===== src/rtl/core/dsw_pkg.sv =====
// shared types, constants and tables of the dice sum ways counter
`default_nettype none
package dsw_pkg;

   localparam int MaxSides  = 32;
   localparam int MaxDice   = 8;
   localparam int SidesW    = 6;
   localparam int DiceW     = 4;
   localparam int SumW      = 8;
   localparam int OutW      = 41;
   localparam int ValW      = 56;
   localparam int AccW      = 58;
   localparam int OpndW     = 8;
   localparam int DivW      = 13;
   localparam int RemW      = 14;
   localparam int DivBits   = 4;
   localparam int DivSteps  = ValW / DivBits;
   localparam int DivCntW   = 4;
   localparam int SkW       = 9;

   // register byte addresses
   localparam logic [2:0] AddrSides = 3'd0;
   localparam logic [2:0] AddrDice  = 3'd4;

   typedef enum logic [2:0] {
      OP_NONE,
      OP_CLEAR,
      OP_ONE,
      OP_MUL,
      OP_DIV_FIRST,
      OP_DIV,
      OP_ACC
   } op_type;

   typedef struct packed {
      op_type            op;
      logic [OpndW-1:0]  opnd;
      logic [DivW-1:0]   divisor;
      logic              sub;
   } cmd_type;

   typedef struct packed {
      logic [ValW-1:0]   val;
      logic [AccW-1:0]   acc;
   } stat_type;

   typedef enum logic [3:0] {
      ST_IDLE,
      ST_TOT_INIT,
      ST_TOT_MUL,
      ST_TERM_CHK,
      ST_PROD_MUL,
      ST_DIV,
      ST_COEF_MUL,
      ST_ACCUM,
      ST_DONE
   } state_type;

   // binomial coefficients C(n,k), row n of nine entries
   localparam logic [7:0] BINOM_TAB [0:80] = '{
      8'd1, 8'd0, 8'd0,  8'd0,  8'd0,  8'd0,  8'd0,  8'd0, 8'd0,
      8'd1, 8'd1, 8'd0,  8'd0,  8'd0,  8'd0,  8'd0,  8'd0, 8'd0,
      8'd1, 8'd2, 8'd1,  8'd0,  8'd0,  8'd0,  8'd0,  8'd0, 8'd0,
      8'd1, 8'd3, 8'd3,  8'd1,  8'd0,  8'd0,  8'd0,  8'd0, 8'd0,
      8'd1, 8'd4, 8'd6,  8'd4,  8'd1,  8'd0,  8'd0,  8'd0, 8'd0,
      8'd1, 8'd5, 8'd10, 8'd10, 8'd5,  8'd1,  8'd0,  8'd0, 8'd0,
      8'd1, 8'd6, 8'd15, 8'd20, 8'd15, 8'd6,  8'd1,  8'd0, 8'd0,
      8'd1, 8'd7, 8'd21, 8'd35, 8'd35, 8'd21, 8'd7,  8'd1, 8'd0,
      8'd1, 8'd8, 8'd28, 8'd56, 8'd70, 8'd56, 8'd28, 8'd8, 8'd1
   };

   localparam logic [DivW-1:0] FACT_TAB [0:7] = '{
      13'd1, 13'd1, 13'd2, 13'd6, 13'd24, 13'd120, 13'd720, 13'd5040
   };

   function automatic logic [7:0] binom(input logic [DiceW-1:0] n, input logic [DiceW-1:0] k);
      logic [6:0] idx;
      idx = {n, 3'b000} + {3'b000, n} + {3'b000, k};
      return BINOM_TAB[idx];
   endfunction

endpackage
`default_nettype wire


===== src/rtl/core/dsw_unit.sv =====
// shared multiply, exact-divide and accumulate unit
`default_nettype none
module dsw_unit (
   input  wire logic              clock,
   input  wire dsw_pkg::cmd_type  cmd,
   output dsw_pkg::stat_type      stat
);

   logic [dsw_pkg::ValW-1:0] val_ff, val_in;
   logic [dsw_pkg::RemW-1:0] rem_ff, rem_in;
   logic [dsw_pkg::AccW-1:0] acc_ff, acc_in;
   logic [dsw_pkg::ValW+dsw_pkg::OpndW-1:0] prod;
   logic [dsw_pkg::RemW-1:0] r;
   logic [dsw_pkg::ValW-1:0] q;
   logic [dsw_pkg::AccW-1:0] val_ext;

   always_comb begin
      prod    = val_ff * cmd.opnd;
      val_ext = {{(dsw_pkg::AccW-dsw_pkg::ValW){1'b0}}, val_ff};
      r       = (cmd.op == dsw_pkg::OP_DIV_FIRST) ? '0 : rem_ff;
      q       = val_ff;
      // four restoring quotient bits a cycle
      for (int i = 0; i < dsw_pkg::DivBits; i++) begin
         r = {r[dsw_pkg::RemW-2:0], q[dsw_pkg::ValW-1]};
         q = {q[dsw_pkg::ValW-2:0], 1'b0};
         if (r >= {1'b0, cmd.divisor}) begin
            r    = r - {1'b0, cmd.divisor};
            q[0] = 1'b1;
         end
      end
      val_in = val_ff;
      rem_in = rem_ff;
      acc_in = acc_ff;
      unique case (cmd.op)
         dsw_pkg::OP_CLEAR: begin
            val_in = {{(dsw_pkg::ValW-1){1'b0}}, 1'b1};
            acc_in = '0;
         end
         dsw_pkg::OP_ONE: begin
            val_in = {{(dsw_pkg::ValW-1){1'b0}}, 1'b1};
         end
         dsw_pkg::OP_MUL: begin
            val_in = prod[dsw_pkg::ValW-1:0];
         end
         dsw_pkg::OP_DIV_FIRST, dsw_pkg::OP_DIV: begin
            val_in = q;
            rem_in = r;
         end
         dsw_pkg::OP_ACC: begin
            acc_in = cmd.sub ? (acc_ff - val_ext) : (acc_ff + val_ext);
         end
         default: begin
         end
      endcase
   end

   always_ff @(posedge clock) begin
      val_ff <= val_in;
      rem_ff <= rem_in;
      acc_ff <= acc_in;
   end

   assign stat.val = val_ff;
   assign stat.acc = acc_ff;

endmodule
`default_nettype wire


===== src/rtl/core/dsw_seq.sv =====
// sequencer driving the shared unit through the alternating binomial sum
`default_nettype none
module dsw_seq (
   input  wire logic                          clock,
   input  wire logic                          reset,
   input  wire logic                          start,
   input  wire logic [dsw_pkg::SumW-1:0]      target,
   input  wire logic [dsw_pkg::SidesW-1:0]    sides_eff,
   input  wire logic [dsw_pkg::DiceW-1:0]     dice_eff,
   input  wire logic                          out_busy,
   input  wire dsw_pkg::stat_type             stat,
   output dsw_pkg::cmd_type                   cmd,
   output logic                               busy,
   output logic                               done,
   output logic [dsw_pkg::OutW-1:0]           ways,
   output logic [dsw_pkg::OutW-1:0]           total,
   output logic                               in_range
);

   dsw_pkg::state_type state_ff, state_in;
   logic [dsw_pkg::SumW-1:0]   t_ff, t_in;
   logic [dsw_pkg::SidesW-1:0] s_ff, s_in;
   logic [dsw_pkg::DiceW-1:0]  n_ff, n_in;
   logic                       ok_ff, ok_in;
   logic [dsw_pkg::DiceW-1:0]  k_ff, k_in;
   logic [dsw_pkg::DiceW-1:0]  cnt_ff, cnt_in;
   logic [dsw_pkg::SkW-1:0]    sk_ff, sk_in;
   logic [dsw_pkg::SumW-1:0]   m_ff, m_in;
   logic [dsw_pkg::DivCntW-1:0] dc_ff, dc_in;
   logic [dsw_pkg::OutW-1:0]   total_ff, total_in;
   logic [2:0]                 r;
   logic [dsw_pkg::SkW:0]      span;
   logic [dsw_pkg::SkW:0]      lim;
   logic [dsw_pkg::SkW:0]      mw;
   logic [dsw_pkg::SkW-1:0]    sn;

   always_ff @(posedge clock) begin
      if (reset) begin
         state_ff <= dsw_pkg::ST_IDLE;
      end else begin
         state_ff <= state_in;
      end
   end

   always_ff @(posedge clock) begin
      t_ff     <= t_in;
      s_ff     <= s_in;
      n_ff     <= n_in;
      ok_ff    <= ok_in;
      k_ff     <= k_in;
      cnt_ff   <= cnt_in;
      sk_ff    <= sk_in;
      m_ff     <= m_in;
      dc_ff    <= dc_in;
      total_ff <= total_in;
   end

   always_comb begin
      r    = 3'(n_ff - 4'd1);
      sn   = 9'(sides_eff * dice_eff);
      span = {1'b0, sk_ff} + {{(dsw_pkg::SkW+1-dsw_pkg::DiceW){1'b0}}, n_ff};
      lim  = {{(dsw_pkg::SkW+1-dsw_pkg::SumW){1'b0}}, t_ff};
      mw   = lim - {1'b0, sk_ff} - 10'd1;
      state_in = state_ff;
      t_in     = t_ff;
      s_in     = s_ff;
      n_in     = n_ff;
      ok_in    = ok_ff;
      k_in     = k_ff;
      cnt_in   = cnt_ff;
      sk_in    = sk_ff;
      m_in     = m_ff;
      dc_in    = dc_ff;
      total_in = total_ff;
      cmd.op      = dsw_pkg::OP_NONE;
      cmd.opnd    = '0;
      cmd.divisor = dsw_pkg::FACT_TAB[r];
      cmd.sub     = k_ff[0];
      done        = 1'b0;
      unique case (state_ff)
         dsw_pkg::ST_IDLE: begin
            if (start) begin
               t_in  = target;
               s_in  = sides_eff;
               n_in  = dice_eff;
               ok_in = ({1'b0, target} >= {5'd0, dice_eff}) && ({1'b0, target} <= sn);
               state_in = dsw_pkg::ST_TOT_INIT;
            end
         end
         dsw_pkg::ST_TOT_INIT: begin
            cmd.op   = dsw_pkg::OP_CLEAR;
            cnt_in   = '0;
            k_in     = '0;
            sk_in    = '0;
            state_in = dsw_pkg::ST_TOT_MUL;
         end
         dsw_pkg::ST_TOT_MUL: begin
            if (cnt_ff == n_ff) begin
               total_in = stat.val[dsw_pkg::OutW-1:0];
               state_in = dsw_pkg::ST_TERM_CHK;
            end else begin
               cmd.op   = dsw_pkg::OP_MUL;
               cmd.opnd = {2'b00, s_ff};
               cnt_in   = cnt_ff + 4'd1;
            end
         end
         dsw_pkg::ST_TERM_CHK: begin
            // a term exists while target - s*k still reaches n
            if (!ok_ff || (k_ff > n_ff) || (lim < span)) begin
               state_in = dsw_pkg::ST_DONE;
            end else begin
               m_in     = mw[dsw_pkg::SumW-1:0];
               cnt_in   = '0;
               cmd.op   = dsw_pkg::OP_ONE;
               state_in = dsw_pkg::ST_PROD_MUL;
            end
         end
         dsw_pkg::ST_PROD_MUL: begin
            // falling product m(m-1)..(m-r+1)
            if (cnt_ff[2:0] == r) begin
               dc_in    = '0;
               state_in = dsw_pkg::ST_DIV;
            end else begin
               cmd.op   = dsw_pkg::OP_MUL;
               cmd.opnd = m_ff - {5'd0, cnt_ff[2:0]};
               cnt_in   = cnt_ff + 4'd1;
            end
         end
         dsw_pkg::ST_DIV: begin
            // exact division by r factorial
            cmd.op = (dc_ff == '0) ? dsw_pkg::OP_DIV_FIRST : dsw_pkg::OP_DIV;
            dc_in  = dc_ff + 4'd1;
            if (dc_ff == 4'(dsw_pkg::DivSteps - 1)) begin
               state_in = dsw_pkg::ST_COEF_MUL;
            end
         end
         dsw_pkg::ST_COEF_MUL: begin
            cmd.op   = dsw_pkg::OP_MUL;
            cmd.opnd = dsw_pkg::binom(n_ff, k_ff);
            state_in = dsw_pkg::ST_ACCUM;
         end
         dsw_pkg::ST_ACCUM: begin
            cmd.op   = dsw_pkg::OP_ACC;
            k_in     = k_ff + 4'd1;
            sk_in    = sk_ff + {3'd0, s_ff};
            state_in = dsw_pkg::ST_TERM_CHK;
         end
         dsw_pkg::ST_DONE: begin
            if (!out_busy) begin
               done     = 1'b1;
               state_in = dsw_pkg::ST_IDLE;
            end
         end
         default: begin
            state_in = dsw_pkg::ST_IDLE;
         end
      endcase
   end

   assign busy     = (state_ff != dsw_pkg::ST_IDLE);
   assign ways     = ok_ff ? stat.acc[dsw_pkg::OutW-1:0] : '0;
   assign total    = total_ff;
   assign in_range = ok_ff;

endmodule
`default_nettype wire


===== src/rtl/core/dice_sum_ways_count_core.sv =====
// top level: register port, input beat capture, sequencer, unit and result register
// order of work: sides^n after the beat is taken, then each term in turn, at most n terms,
//   then the last term check and the load of the result register
// throughput: one item at a time, the next beat taken once the result has loaded
// reset: synchronous, active high; sides returns to 6, dice_count to 2, no result pending
`default_nettype none
module dice_sum_ways_count_core (
   input  wire logic                        clock,
   input  wire logic                        reset,
   input  wire logic                        req_valid,
   output logic                             req_stall,
   input  wire logic [dsw_pkg::SumW-1:0]    req_target_sum,
   output logic                             rsp_valid,
   input  wire logic                        rsp_stall,
   output logic [dsw_pkg::OutW-1:0]         rsp_ways,
   output logic [dsw_pkg::OutW-1:0]         rsp_total_outcomes,
   output logic                             rsp_in_range,
   input  wire logic                        csr_psel,
   input  wire logic                        csr_penable,
   input  wire logic                        csr_pwrite,
   input  wire logic [2:0]                  csr_paddr,
   input  wire logic [31:0]                 csr_pwdata,
   output logic [31:0]                      csr_prdata,
   output logic                             csr_pready
);

   // configuration registers
   logic [dsw_pkg::SidesW-1:0] sides_ff, sides_in;
   logic [dsw_pkg::DiceW-1:0]  dice_ff, dice_in;
   logic                       wr_en;

   // clamped settings seen by the sequencer
   logic [dsw_pkg::SidesW-1:0] sides_eff;
   logic [dsw_pkg::DiceW-1:0]  dice_eff;

   // result register
   logic                       rsp_valid_ff, rsp_valid_in;
   logic [dsw_pkg::OutW-1:0]   ways_ff, ways_in;
   logic [dsw_pkg::OutW-1:0]   total_ff, total_in;
   logic                       range_ff, range_in;

   dsw_pkg::cmd_type  cmd;
   dsw_pkg::stat_type stat;
   logic                       busy;
   logic                       done;
   logic                       start;
   logic                       out_busy;
   logic [dsw_pkg::OutW-1:0]   seq_ways;
   logic [dsw_pkg::OutW-1:0]   seq_total;
   logic                       seq_range;

   assign csr_pready = 1'b1;
   assign wr_en      = csr_psel & csr_penable & csr_pwrite;

   // register 0 at byte 0, register 1 at byte 4
   always_comb begin
      sides_in = sides_ff;
      dice_in  = dice_ff;
      if (wr_en) begin
         if (csr_paddr[2] == dsw_pkg::AddrDice[2]) begin
            dice_in = csr_pwdata[dsw_pkg::DiceW-1:0];
         end else begin
            sides_in = csr_pwdata[dsw_pkg::SidesW-1:0];
         end
      end
   end

   always_ff @(posedge clock) begin
      if (reset) begin
         sides_ff <= 6'd6;
         dice_ff  <= 4'd2;
      end else begin
         sides_ff <= sides_in;
         dice_ff  <= dice_in;
      end
   end

   assign csr_prdata = (csr_paddr[2] == dsw_pkg::AddrDice[2]) ? {28'd0, dice_ff}
                                                              : {26'd0, sides_ff};

   // zero is taken as one, anything past the limit as the limit
   always_comb begin
      if (sides_ff == '0) begin
         sides_eff = 6'd1;
      end else if (sides_ff > 6'(dsw_pkg::MaxSides)) begin
         sides_eff = 6'(dsw_pkg::MaxSides);
      end else begin
         sides_eff = sides_ff;
      end
      if (dice_ff == '0) begin
         dice_eff = 4'd1;
      end else if (dice_ff > 4'(dsw_pkg::MaxDice)) begin
         dice_eff = 4'(dsw_pkg::MaxDice);
      end else begin
         dice_eff = dice_ff;
      end
   end

   // a new beat is taken whenever the sequencer is idle, even with a result waiting
   assign req_stall = busy;
   assign start     = req_valid & ~busy;
   assign out_busy  = rsp_valid_ff & rsp_stall;

   dsw_seq u_seq (
      .clock     (clock),
      .reset     (reset),
      .start     (start),
      .target    (req_target_sum),
      .sides_eff (sides_eff),
      .dice_eff  (dice_eff),
      .out_busy  (out_busy),
      .stat      (stat),
      .cmd       (cmd),
      .busy      (busy),
      .done      (done),
      .ways      (seq_ways),
      .total     (seq_total),
      .in_range  (seq_range)
   );

   dsw_unit u_unit (
      .clock (clock),
      .cmd   (cmd),
      .stat  (stat)
   );

   // result register holds until the beat is taken
   always_comb begin
      rsp_valid_in = out_busy | done;
      ways_in      = ways_ff;
      total_in     = total_ff;
      range_in     = range_ff;
      if (done) begin
         ways_in  = seq_ways;
         total_in = seq_total;
         range_in = seq_range;
      end
   end

   always_ff @(posedge clock) begin
      if (reset) begin
         rsp_valid_ff <= 1'b0;
      end else begin
         rsp_valid_ff <= rsp_valid_in;
      end
   end

   always_ff @(posedge clock) begin
      ways_ff  <= ways_in;
      total_ff <= total_in;
      range_ff <= range_in;
   end

   assign rsp_valid          = rsp_valid_ff;
   assign rsp_ways           = ways_ff;
   assign rsp_total_outcomes = total_ff;
   assign rsp_in_range       = range_ff;

endmodule
`default_nettype wire


===== config.mk =====
export PLATFORM = sky130hd
export DESIGN_NAME = dice_sum_ways_count_core
export DESIGN_NICKNAME = d
export VERILOG_FILES = /design/src/rtl/core/dsw_pkg.sv /design/src/rtl/core/dsw_unit.sv /design/src/rtl/core/dsw_seq.sv /design/src/rtl/core/dice_sum_ways_count_core.sv
export SDC_FILE = /design/constraint.sdc
export NUM_CORES = 2
export LEC_CHECK = 0
export ABC_AREA = 1
export BUFFER_PORTS_ARGS = -buffer_cell sky130_fd_sc_hd__clkbuf_2
export CORE_MARGIN = 4
export CORE_UTILIZATION = 58
export DETAILED_ROUTE_END_ITERATION = 16
export PLACE_DENSITY = 0.89
export SLEW_MARGIN = 20
export SYNTH_ARGS = -nofsm -noshare
export SYNTH_HDL_FRONTEND = slang
export SYNTH_HIERARCHICAL = 1
export SYNTH_SLANG_ARGS = --single-unit
export TNS_END_PERCENT = 1

===== constraint.sdc =====
create_clock -name clock -period 9.9 [get_ports clock]
set_input_delay 1.485 -clock clock [delete_from_list [all_inputs] [get_ports clock]]
set_output_delay 1.485 -clock clock [all_outputs]
set_load 0.01 [all_outputs]

# Yosys cells after proc, flatten, opt, wreduce, memory -nomap -nowiden
# Memory sizes are Yosys's and may differ from the RTL's.
# Cells that the tools add are included.
# word_totals
reg_bits	314
mem_bits_ro	1128
in_bits	50
out_inout_bits	118
wordCells	156
mem_count	2
# classes
add_sub_neg	17
multipliers	2
magnitude_cmp	12
n_eq_ne	25
mux	44
bitwise	10
reduce_logical	24
# memory_table
memory	depth	width	rd	rd_clocked_by_memory_dff	wr	line_no	text
(no name shown)	128	8	1	0	0	dsw_pkg.sv:79	return BINOM_TAB[idx];
(no name shown)	8	13	1	0	0	dsw_seq.sv:77	cmd.divisor = dsw_pkg::FACT_TAB[r];
# ops
op	n
case mux 56 bit (3 select lines)	1
case mux 58 bit (2 select lines)	1
2-to-1 mux 13 bit	7
adder 58 x 56 -> 58 bit	1
2-to-1 mux 58 bit	1
subtractor 58 x 56 -> 58 bit	1
>= comparator 14 x 13 -> 1 bit	4
multiplier 56 x 8 -> 56 bit	1
subtractor 13 bit	4
2-to-1 mux 4 bit	12
case mux 4 bit (9 select lines)	1
case mux 8 bit (3 select lines)	1
case mux 3 bit (7 select lines)	1
2-to-1 mux 10 bit	2
2-to-1 mux 6 bit	3
case mux 9 bit (2 select lines)	1
equality test 4 x 3 -> 1 bit (second input constant)	4
2-to-1 mux 8 bit	2
case mux 4 bit (2 select lines)	2
case mux 4 bit (4 select lines)	1
adder 7 x 4 -> 7 bit	2
adder 4 x 1 -> 4 bit (second input constant)	3
logical NOT 4 bit	3
AND reduction 2 bit	6
other kinds (42)	69

# Depth between registers and ports, before layout
# logic_depth
ltp_word	16
depth_mapped	79
ltp_nobuf	74

# Hierarchy
# The synthesis kept the hierarchy.
# modules_own_cells
module	instances	cells_each	area_per_inst_um2	seq_area_each_um2
dsw_unit	1	3807	26481.6	3813.7
dsw_seq	1	845	7020.5	2752.6
dice_sum_ways_count_core	1	215	3315.7	2712.6

# Worst setup path before layout
# OpenSTA, ideal clock, no wires.
# synth_path
path_type	register to register
start	register u_seq/n_ff[0] (netlist bit)
end	register u_unit/val_ff[0] (netlist bit), data pin
setup_ns	0.256
arrival_time_ns	9.791
t_required_ns	9.644
setup_slack_ns	-0.147
stages_incl_launch_ff	78
synth_period_minus_slack_ns	10.047
path_cell_list	edfxtp_1 ha_1 inv_1 fa_1 nand3b_1 nand2_1 xor2_1 ha_1 nand2_1 inv_1 a21oi_1 nand2_1 nand2_1 nand2_1 nand4_1 nand4_1 nor2_2 nand2_4 (+42 left out) nand2_2 nor2_4 buf_4 nand2_1 o21ai_1 inv_1 ha_1 nand2_1 a21oi_1 a211oi_1 nand2_1 a21boi_0 o221ai_1 a21oi_1 nand3_2 buf_4 nand2_1 nand2_1
# synth_rtl
element	line_no	text
from (decl)	dsw_seq.sv:23	logic [dsw_pkg::DiceW-1:0] n_ff, n_in;
from (signal assigned)	dsw_seq.sv:48	n_ff <= n_in;
to (signal assigned)	dsw_unit.sv:58	val_ff <= val_in;
to (decl)	dsw_unit.sv:9	logic [dsw_pkg::ValW-1:0] val_ff, val_in;

==> results_dict.tcl <==
set metrics [dict create \
    holdCritPathClass "reg -> reg" \
    overflow 0 \
    ant_nets 0 \
    min_period_ns 10.27 \
    slowest_stage "edfxtp_1" \
    maxCapViolations 0 \
    fillerInstances 4385 \
    clockBufferDepth 3 \
    arrival_ns 10.62 \
    postSynthCellCount 4465 \
    cpMostUsedCell "nand2_1" \
    root_buffer "clkbuf_16" \
    fin_crit_sh_pct 103.8 \
    leakagePower_nw 19.82 \
    rrSetupSlack_ns -0.37 \
    core_um2 58140 \
    avgSynthCellArea_um2 7.688 \
    drc 0 \
    rsz0062_at_grt "yes" \
    cts_buffers 37 \
    dr.pass1.iters 16 \
    skew_ns 0.03282 \
    holdWs_ns 0.4092 \
    start_kind "flip-flop" \
    io_pins 168 \
    drt_wl_total_um 103800 \
    vias 32270 \
    die_x_um 251.3 \
    dp_hpwl_um 73050 \
    final_util_pct 67.43 \
    critPathCaptureType "flip-flop" \
    final_common_cell "nand2_1" \
    relSlewSlack_pct 34.35 \
    htree_levels 2 \
    syn2layout_area_growth_pct 14.19 \
    peakVddDrop_v 0.0007544 \
    die-area_um2 63140 \
    grt_pass1_vias 31970 \
    grt_start_max_net_pins 63 \
    violations "setup timing" \
    placed_cell_area_um2 36740 \
    cts_num_sinks 297 \
    routabilityCongestion 0.9914 \
    synth_warnings 6 \
    layout_common_cells "nand2_1, inv_1, fa_1" \
    cellPowerDensity_nw_per_um2 394.4 \
    hold_viol_final 0 \
    antenna_found_initial 0 \
    grtUsageTotal_pct 31.19 \
    status "finished, violations left" \
    path_clk_slew_ns 0.07 \
    critical_path_class "reg -> reg" \
    critical-path-max-stage-delay_ns 0.41 \
    grt_pass1_wl_um 160200 \
    cts_tree "done" \
    vias_per_cell 5.817 \
    die_h_um 251.3 \
    design_area_um2 39200 \
    portBuffers 112 \
    crit_fanout 7 \
    fin_nets 5355 \
    fmax_ghz 0.09734 \
    layout-drive-gt1-share_pct 13.30 \
    drtIter0Drc 3590 \
    clkLatencyLatePin_ns 0.60 \
    wl_per_cell_um 18.72 \
    setup_viol_count_final 86 \
    antenna_cells 0 \
    synth_area_um2 34330 \
    fin_ws_ns -0.3733 \
    worst-endpoint-required_ns 10.24 \
    start_util_pct 59.05 \
    rows 88 \
    drv_slew 0 \
    worst_pin_slew_ns 0.9800 \
]
## worst max-delay path: cells and delay by family, from the launching register on
kind	cells	cell delay [ns]
AO/OA/AOI/OAI	15	2.16
XOR/XNOR	1	0.15
adder cells (fa/ha/maj)	6	1.61
buffers and inverters	16	1.77
flip-flops	1	0.41
AND/OR/NAND/NOR	37	3.93
## through the flow
stage	setup TNS [ns]	power, mW	std cells	setup WS [ns]
2_1_floorplan	0	8.791	4491	0.03802
3_3_place_gp	-1.340	12.12	5393	-0.1207
3_5_place_dp	-5.207	12.39	5393	-0.3902
4_1_cts	-0.4926	14.09	5515	-0.05403
5_1_grt	-51.70	16.61	5547	-0.8520
6_report	-24.65	15.46	5547	-0.3733
## report_power, final
| group | internal (mW) | switching (mW) | total, mW |
|---|---|---|---|
| Clock | 0.775 | 0.605 | 1.38 |
| Sequential | 1.97 | 0.635 | 2.60 |
| Combinational | 4.95 | 6.53 | 11.5 |
## timing repair
action,in CTS,in global routing
hold endpoints to repair,0,0
cloned,2,3
setup endpoints to repair,14,173
hold buffers,0,0
pin swaps,8,63
buffers inserted,53,30
gates resized for setup,19,156
## flip-flops by register name, indices dropped and copies added, names as in the netlist, 4 cells and up
register            count
dice_ff                 4
rsp_total_outcomes     41
rsp_ways               41
sides_ff                6
u_seq/cnt_ff            4
u_seq/dc_ff             4
u_seq/k_ff              4
u_seq/m_ff              8
u_seq/n_ff              4
u_seq/s_ff              6
u_seq/sk_ff             9
u_seq/state_ff          4
u_seq/t_ff              8
u_seq/total            41
u_unit/acc_ff          41
u_unit/rem_ff          13
u_unit/val_ff          56
## per-layer routing
| layer | global-route usage (%) | routed length (um) | vias up |
|---|---|---|---|
| met5 | 0 | 0 | - |
| met4 | 16.98 | 6478 | 0 |
| met2 | 53.66 | 50010 | 2148 |
| li1 | - | - | 14500 |
| met1 | 37.06 | 37030 | 15080 |
| met3 | 5.990 | 10330 | 545 |
## worst paths after layout
path / startpoint / end / depth (start not counted)
max: u_seq/n_ff[3] / u_unit/rem_ff[5] / 75
min: u_seq/total[29] / rsp_total_outcomes[29] / 0
max reg2reg: u_seq/n_ff[3] / u_unit/rem_ff[5] / 75
min reg2reg: u_seq/total[29] / rsp_total_outcomes[29] / 0
## cell type report
type                       count  area (um2)  area share, %
multi-input combinational   3069       21810          55.64
sequential                   297        8768          22.37
inverter                     950        3597          9.177
timing repair buffer         397        2859          7.294
tap                          765       957.2          2.442
clock buffer                  39       933.4          2.381
clock inverter                28       262.8         0.6703
timing repair inverter         2       12.51        0.03192
(Power assumes the default switching activity.)
